==> src/rtl/core/cbs_pkg.sv <==
// ----------------------------------------------------------------------------
// cbs_pkg
// Shared types and constants for the centroid bounding sphere block.
// ----------------------------------------------------------------------------
package cbs_pkg;

  localparam int unsigned MaxVertsDefault = 1024;
  localparam int unsigned CoordW = 16;
  localparam int unsigned RadiusW = 17;
  localparam int unsigned TotalW = 11;

  typedef struct packed {
    logic signed [15:0] vertex_x;
    logic signed [15:0] vertex_y;
    logic signed [15:0] vertex_z;
    logic               last_vertex;
  } vertex_t;

  typedef struct packed {
    logic signed [15:0] center_x;
    logic signed [15:0] center_y;
    logic signed [15:0] center_z;
    logic [16:0]        sphere_radius;
    logic [10:0]        vertex_total;
    logic               overflowed;
  } result_t;

  // Controller to datapath commands.
  typedef struct packed {
    logic load;       // write vertex, add to sums
    logic ovf_set;    // vertex dropped, store full
    logic div_start;  // start the three centroid divisions
    logic div_step;   // one restoring division step
    logic div_done;   // fix signs, latch centroid
    logic scan_rd;    // issue store read at scan address
    logic scan_acc;   // accumulate distance of read data
    logic scan_adv;   // advance scan address
    logic sqrt_start; // start square root
    logic sqrt_step;  // one square root step
    logic clear;      // clear sums and count for next mesh
  } cbs_cmd_t;

  // Datapath to controller status.
  typedef struct packed {
    logic full;       // count equals store depth
    logic empty;      // count is zero
    logic div_last;   // final division step
    logic scan_last;  // scan address at last stored vertex
    logic sqrt_last;  // final square root step
  } cbs_sts_t;

endpackage

==> src/rtl/core/cbs_ctrl.sv <==
// ----------------------------------------------------------------------------
// cbs_ctrl
// Sequencer: load vertices, divide, scan the store, square root, deliver.
// ----------------------------------------------------------------------------
module cbs_ctrl (
  input  logic               clk,
  input  logic               rst,
  input  logic               in_valid,
  output logic               in_ready,
  input  logic               last_vertex,
  output logic               out_valid,
  input  logic               out_ready,
  input  cbs_pkg::cbs_sts_t  sts,
  output cbs_pkg::cbs_cmd_t  cmd
);
  import cbs_pkg::*;

  typedef enum logic [2:0] {
    ST_LOAD, ST_PREP, ST_DIV, ST_FIX, ST_SCAN, ST_DRAIN, ST_SQRT, ST_OUT
  } state_t;

  state_t     state;
  logic [1:0] drain;
  logic       in_acc;
  // Read data is valid in the cycle after the read.
  logic       cmd_acc_q;

  assign in_ready = (state == ST_LOAD);
  assign in_acc   = in_valid && in_ready;

  // Decode commands from state, the input handshake and the delayed read strobe.
  always_comb begin
    cmd            = '0;
    cmd.load       = in_acc && !sts.full;
    cmd.ovf_set    = in_acc && sts.full;
    cmd.div_start  = (state == ST_PREP);
    cmd.div_step   = (state == ST_DIV);
    cmd.div_done   = (state == ST_FIX);
    cmd.scan_rd    = (state == ST_SCAN);
    cmd.scan_acc   = cmd_acc_q;
    cmd.scan_adv   = (state == ST_SCAN);
    cmd.sqrt_start = (state == ST_DRAIN) && (drain == 2'd0);
    cmd.sqrt_step  = (state == ST_SQRT);
    cmd.clear      = (state == ST_OUT) && out_ready;
  end

  // Hold state, drain count, read strobe and the result valid flag.
  always_ff @(posedge clk) begin
    if (rst) begin
      state     <= ST_LOAD;
      drain     <= '0;
      out_valid <= 1'b0;
      cmd_acc_q <= 1'b0;
    end else begin
      cmd_acc_q <= cmd.scan_rd;
      case (state)
        ST_LOAD: begin
          if (in_acc && last_vertex) begin
            state <= ST_PREP;
          end
        end
        ST_PREP: begin
          state <= ST_DIV;
        end
        ST_DIV: begin
          if (sts.div_last) begin
            state <= ST_FIX;
          end
        end
        ST_FIX: begin
          state <= sts.empty ? ST_DRAIN : ST_SCAN;
          drain <= 2'd3;
        end
        ST_SCAN: begin
          if (sts.scan_last) begin
            state <= ST_DRAIN;
          end
        end
        ST_DRAIN: begin
          if (drain == 2'd0) begin
            state <= ST_SQRT;
          end else begin
            drain <= drain - 2'd1;
          end
        end
        ST_SQRT: begin
          if (sts.sqrt_last) begin
            state     <= ST_OUT;
            out_valid <= 1'b1;
          end
        end
        ST_OUT: begin
          if (out_ready) begin
            state     <= ST_LOAD;
            out_valid <= 1'b0;
          end
        end
        default: state <= ST_LOAD;
      endcase
    end
  end

  assert property (@(posedge clk) disable iff (rst) out_valid |-> !in_ready)
    else $error("input open while result pending");
  assert property (@(posedge clk) disable iff (rst)
    out_valid && !out_ready |=> out_valid)
    else $error("result dropped");
  assert property (@(posedge clk) disable iff (rst)
    (state == ST_SQRT) && sts.sqrt_last |=> out_valid)
    else $error("result not raised after sqrt");

endmodule
==> config.mk <==
export PLATFORM = sky130hd
export DESIGN_NAME = cbs_ctrl
export DESIGN_NICKNAME = d
export VERILOG_FILES = /design/src/rtl/core/cbs_pkg.sv /design/src/rtl/core/cbs_ctrl.sv
export SDC_FILE = /design/constraint.sdc
export NUM_CORES = 1
export LEC_CHECK = 0
export BUFFER_PORTS_ARGS = -buffer_cell sky130_fd_sc_hd__buf_2
export CORE_AREA = 8 8 45 47
export CTS_CLUSTER_SIZE = 24
export DETAILED_ROUTE_END_ITERATION = 10
export DIE_AREA = 0 0 53 55
export GPL_TIMING_DRIVEN = 0
export PLACE_DENSITY_LB_ADDON = 0.25
export SLEW_MARGIN = 20
export SYNTH_ARGS = -nofsm -noshare
export SYNTH_HDL_FRONTEND = slang
export SYNTH_SLANG_ARGS = --single-unit
==> constraint.sdc <==
create_clock -name clk -period 2.4 [get_ports clk]
set_clock_uncertainty 0.15 [all_clocks]
set_input_delay 0 -clock clk [delete_from_list [all_inputs] [get_ports clk]]
set_output_delay 0 -clock clk [all_outputs]
set_load 0.03 [all_outputs]
After elaboration in Yosys (flattened, before gate mapping)
Index checks and enable logic that the tools add are counted.
Widths: inputs -> output; s select.
Word-level totals
  output and inout port bits: 13
  logic and storage cells: 46
  bits of input ports: 10
  register bits: 7
Cells by class
  muxes and demuxes: 13
  add/subtract/negate cells: 1
  equal/unequal tests: 14
  reduce and logical (&&, ||, !) cells: 14
Operators with widths (count)
  $pmux 3 s8: 1
  $mux 3: 6
  $eq 3x3->1 const B: 4
  $ne 2x2->1 const B: 5
  $eq 3x2->1 const B: 2
  $logic_and 1x1->1: 6
  $reduce_and 6->1: 1
  $ne 2x1->1 const B: 2
  $pmux 2 s2: 1
  $reduce_bool 2->1: 2
  $eq 3x1->1 const B: 1
  $logic_not 3->1: 1
  $mux 1: 3
  $reduce_and 3->1: 1
  $logic_not 2->1: 1
  $mux 2: 1
  $pmux 1 s2: 1
  $reduce_and 2->1: 1
  $sub 2x1->2 const B: 1
  $logic_not 1->1: 1

Longest topological paths before layout
  depth after elaboration: 5
  gate-level depth with buffers: 5

Least setup slack after synthesis
Ideal clock, no wire load.
  path type: reg2out
  start point: register state[1]
  end point: output cmd[10] (netlist bit)
  arrival: 1.488 ns
  cell stages (with the launch flop): 5
  path slack: 0.762 ns
  buffers on the path: 1
  path through: dfxtp_1 buf_4 nor3_2 nand2_1 nor2_1
RTL lines
  start, declared: RTL line cbs_ctrl.sv:22  | state_t state;
  start signal, assigned: RTL line cbs_ctrl.sv:71  | state <= sts.empty ? ST_DRAIN : ST_SCAN;
  end, declared: RTL line cbs_ctrl.sv:14  | output cbs_pkg::cbs_cmd_t cmd

==> implementation parameters <==
Parameter                              Value

Pwr
  Worst IR drop on VDD ... 0.317 mV
  PwrDens ... 656 nW/um^2
  P_leak ... 0.329 nW

Detailed routing
  Met3 WL post-DR ... 49 um
  Length of routed wiring on met1 ... 615 um
  Length of routed met2 wiring ... 638 um
  Final wirelength ... 1320 um
  Remaining design rule violation count ... 0
  Number of violations reported at the end of detailed-routing iteration 0 ... 8
  Uppermost layer routed ... met4
  Post-route ant nets ... 0
  Post-detailed-route via-to-cell ratio ... 4.74
  DR vias ... 493
  Drt pass-1 iters ... 4
  Post-DR wirelength/cell ... 12.7 um

Synth
  Net Count, Synth ... 70
  Count of distinct cell types in the synthesized netlist ... 28
  Synthesis-stage register bit count ... 7
  Sequential element share of the synthesized area ... 29.0%
  Synthesized area per cell ... 8.19 um^2
  Area leader, netlist ... dfxtp_1
  Synthesized cell area ... 483 um^2
  Mapped Cells ... 59
  Post-synth top area share ... 29.0%
  Cell types occupying the most area after synthesis ... dfxtp_1, nor2b_1, buf_4
  Count of warnings emitted by yosys ... 0

Worst setup path
  Startpoint type of the worst setup path ... flop
  Required time reported for the critical path endpoint ... 2.25 ns
  Worst Path Max Fanout ... 10
  Data arrival time at the worst-slack endpoint ... 1.42 ns
  Setup Crit Path Kind ... reg -> out
  CP endpoint kind ... output port

STA
  Final Slew Violations ... 0
  Setup TNS ... 0 ns
  Time the final worst path needs with I/O delays and setup ... 1.57 ns
  RSZ-0062 raised after global routing ... false
  Tightest hold margin ... 0.0108 ns
  Count of final setup violators ... 0
  Final hold vios ... 0
  Final cycle utilization of the critical path ... 65.2%
  Minimum setup slack in the final design ... 0.834 ns
  Slew at the pin with the worst max-slew slack ... 0.297 ns
  Slew headroom ... 80.2%
  Highest attainable clock frequency ... 639 MHz

Global routing
  Initial antenna violation count ... 0
  Largest net degree at the start of global routing ... 11
  Number of global-route vias before repair ... 474
  Remaining global-route overflow ... 0
  Wire length of the first global-routing pass ... 2010 um
  Global routing usage summed across all routing layers ... 9.45%

Final layout
  Commonest non-fill, non-tap cells in the layout ... buf_2, nand2_1, dfxtp_1
  Post-synthesis to final-layout area growth ... 38.6%
  Layout cells sized above 1 ... 42.0%
  Antenna diode count ... 0
  Layout Nets ... 100
  Most frequent standard cell in the layout excluding fill and tap cells ... buf_2

Job
  Max-capacitance violation count ... 0

Place
  Placed wire-length estimate ... 964 um
  Port bufs ... 22
  Setup slack after placement ... 0.906 ns
  Placer Congestion ... 0.757

Die
  Starting density of the core ... 34.9%
  Die Outline Area ... 2920 um^2
  Die height ... 55 um
  Num rows ... 14
  Die width ... 53 um
  Placeable core area ... 1380 um^2
  Top-level port count ... 23

Worst hold path
  Hold WC Path Type ... in -> reg

CTS
  Number of clock buffers inserted by TritonCTS ... 3
  Later-pin clock latency in the skew report ... 0.26 ns
  Total number of H-tree levels ... 1
  Clock slew at reported path FFs ... 0.06 ns
  Clock tree from TritonCTS ... yes
  Clock Sink Count ... 7
  Root Buffer Master ... clkbuf_4
  Post-CTS sizing ... 0
  Maximum number of buffers from clock root to sink ... 2

Run status
  Outcome ... completed
## cells in the mapped netlist (all sizes together)
| library cell | number |
|---|---|
| ha | 1 |
| a21oi | 2 |
| nor4bb | 1 |
| and2 | 2 |
| buf | 5 |
| dfxtp | 7 |
| nor3 | 5 |
| a31o | 1 |
| a22o | 1 |
| nor2b | 6 |
| inv | 3 |
| o211ai | 1 |
| and2b | 2 |
| nand2b | 1 |
| mux2i | 1 |
| a221oi | 1 |
| a211oi | 1 |
| and3 | 3 |
| o21ai | 2 |
| a31oi | 1 |
| nor2 | 4 |
| a21o | 1 |
| nand2 | 7 |
## cell families (layout without fill, tap and decap cells)
kind of cell    after synthesis  after routing  share of synthesized area, %
simple gates                 31             31                          38.9
mux                           1              1                          2.07
compound gates               11             11                          17.9
buf+inv                       8             37                          9.58
fa+ha+maj                     1              1                          2.59
flops                         7              7                          29.0
## registers in the layout (all words and copies together), names as in the netlist
name,cells
cmd_acc_q,1
drain,2
out_valid,1
state,3
## per-layer routing
metal | GRT usage, % | vias to the layer above
met2 | 14.8 | 17
met4 | 7.76 | 0
met1 | 10.9 | 216
met5 | 0 | -
met3 | 1.87 | 2
li1 | - | 258
## repair_timing
action,in CTS,in global routing
hold buffers,3,0
endpoints found under the hold margin,7,0
buffers inserted,0,0
## final timing paths
check	start	end	slack [ns]	depth (start not counted)
worst max-delay path	state[2]	cmd[5]	0.83	5
worst min-delay path	last_vertex	state[0]	0.01	4
worst max register to register	drain[0]	state[0]	0.91	5
worst min register to register	drain[1]	drain[1]	0.36	2
## through the flow
step | instance area, um^2 | utilization, % | cells | total power, mW
after floorplan | 483 | - | 59 | 0.278
after global placement | 613 | 44.3 | 97 | 0.324
after detailed placement | 613 | 44.3 | 97 | 0.326
after CTS | 669 | 48.4 | 104 | 0.445
after global routing | 669 | 48.4 | 104 | 0.469
final | 669 | 48.4 | 104 | 0.439
## worst max-delay path: stages, from the launching register on
cell and delay, ns:
dfxtp_1 0.30, buf_4 0.16, buf_2 0.22, and2_1 0.19
buf_4 0.11, buf_2 0.18
## layout make-up
cell class                 instances  area (um^2)
fill                             149          714
multi-input combinational         44          297
sequential                         7          140
timing repair buffer              25          140
buffer                             5         35.0
clock buffer                       4         26.3
tap                               16         20.0
inverter                           3         11.3
## report_power, final
group / internal (mW) / total, mW / switching (mW)
logic: 0.0771 / 0.186 / 0.109
clock network: 0.0638 / 0.113 / 0.0489
registers: 0.127 / 0.141 / 0.0133
Note: power is estimated with default switching activity, not from simulation.
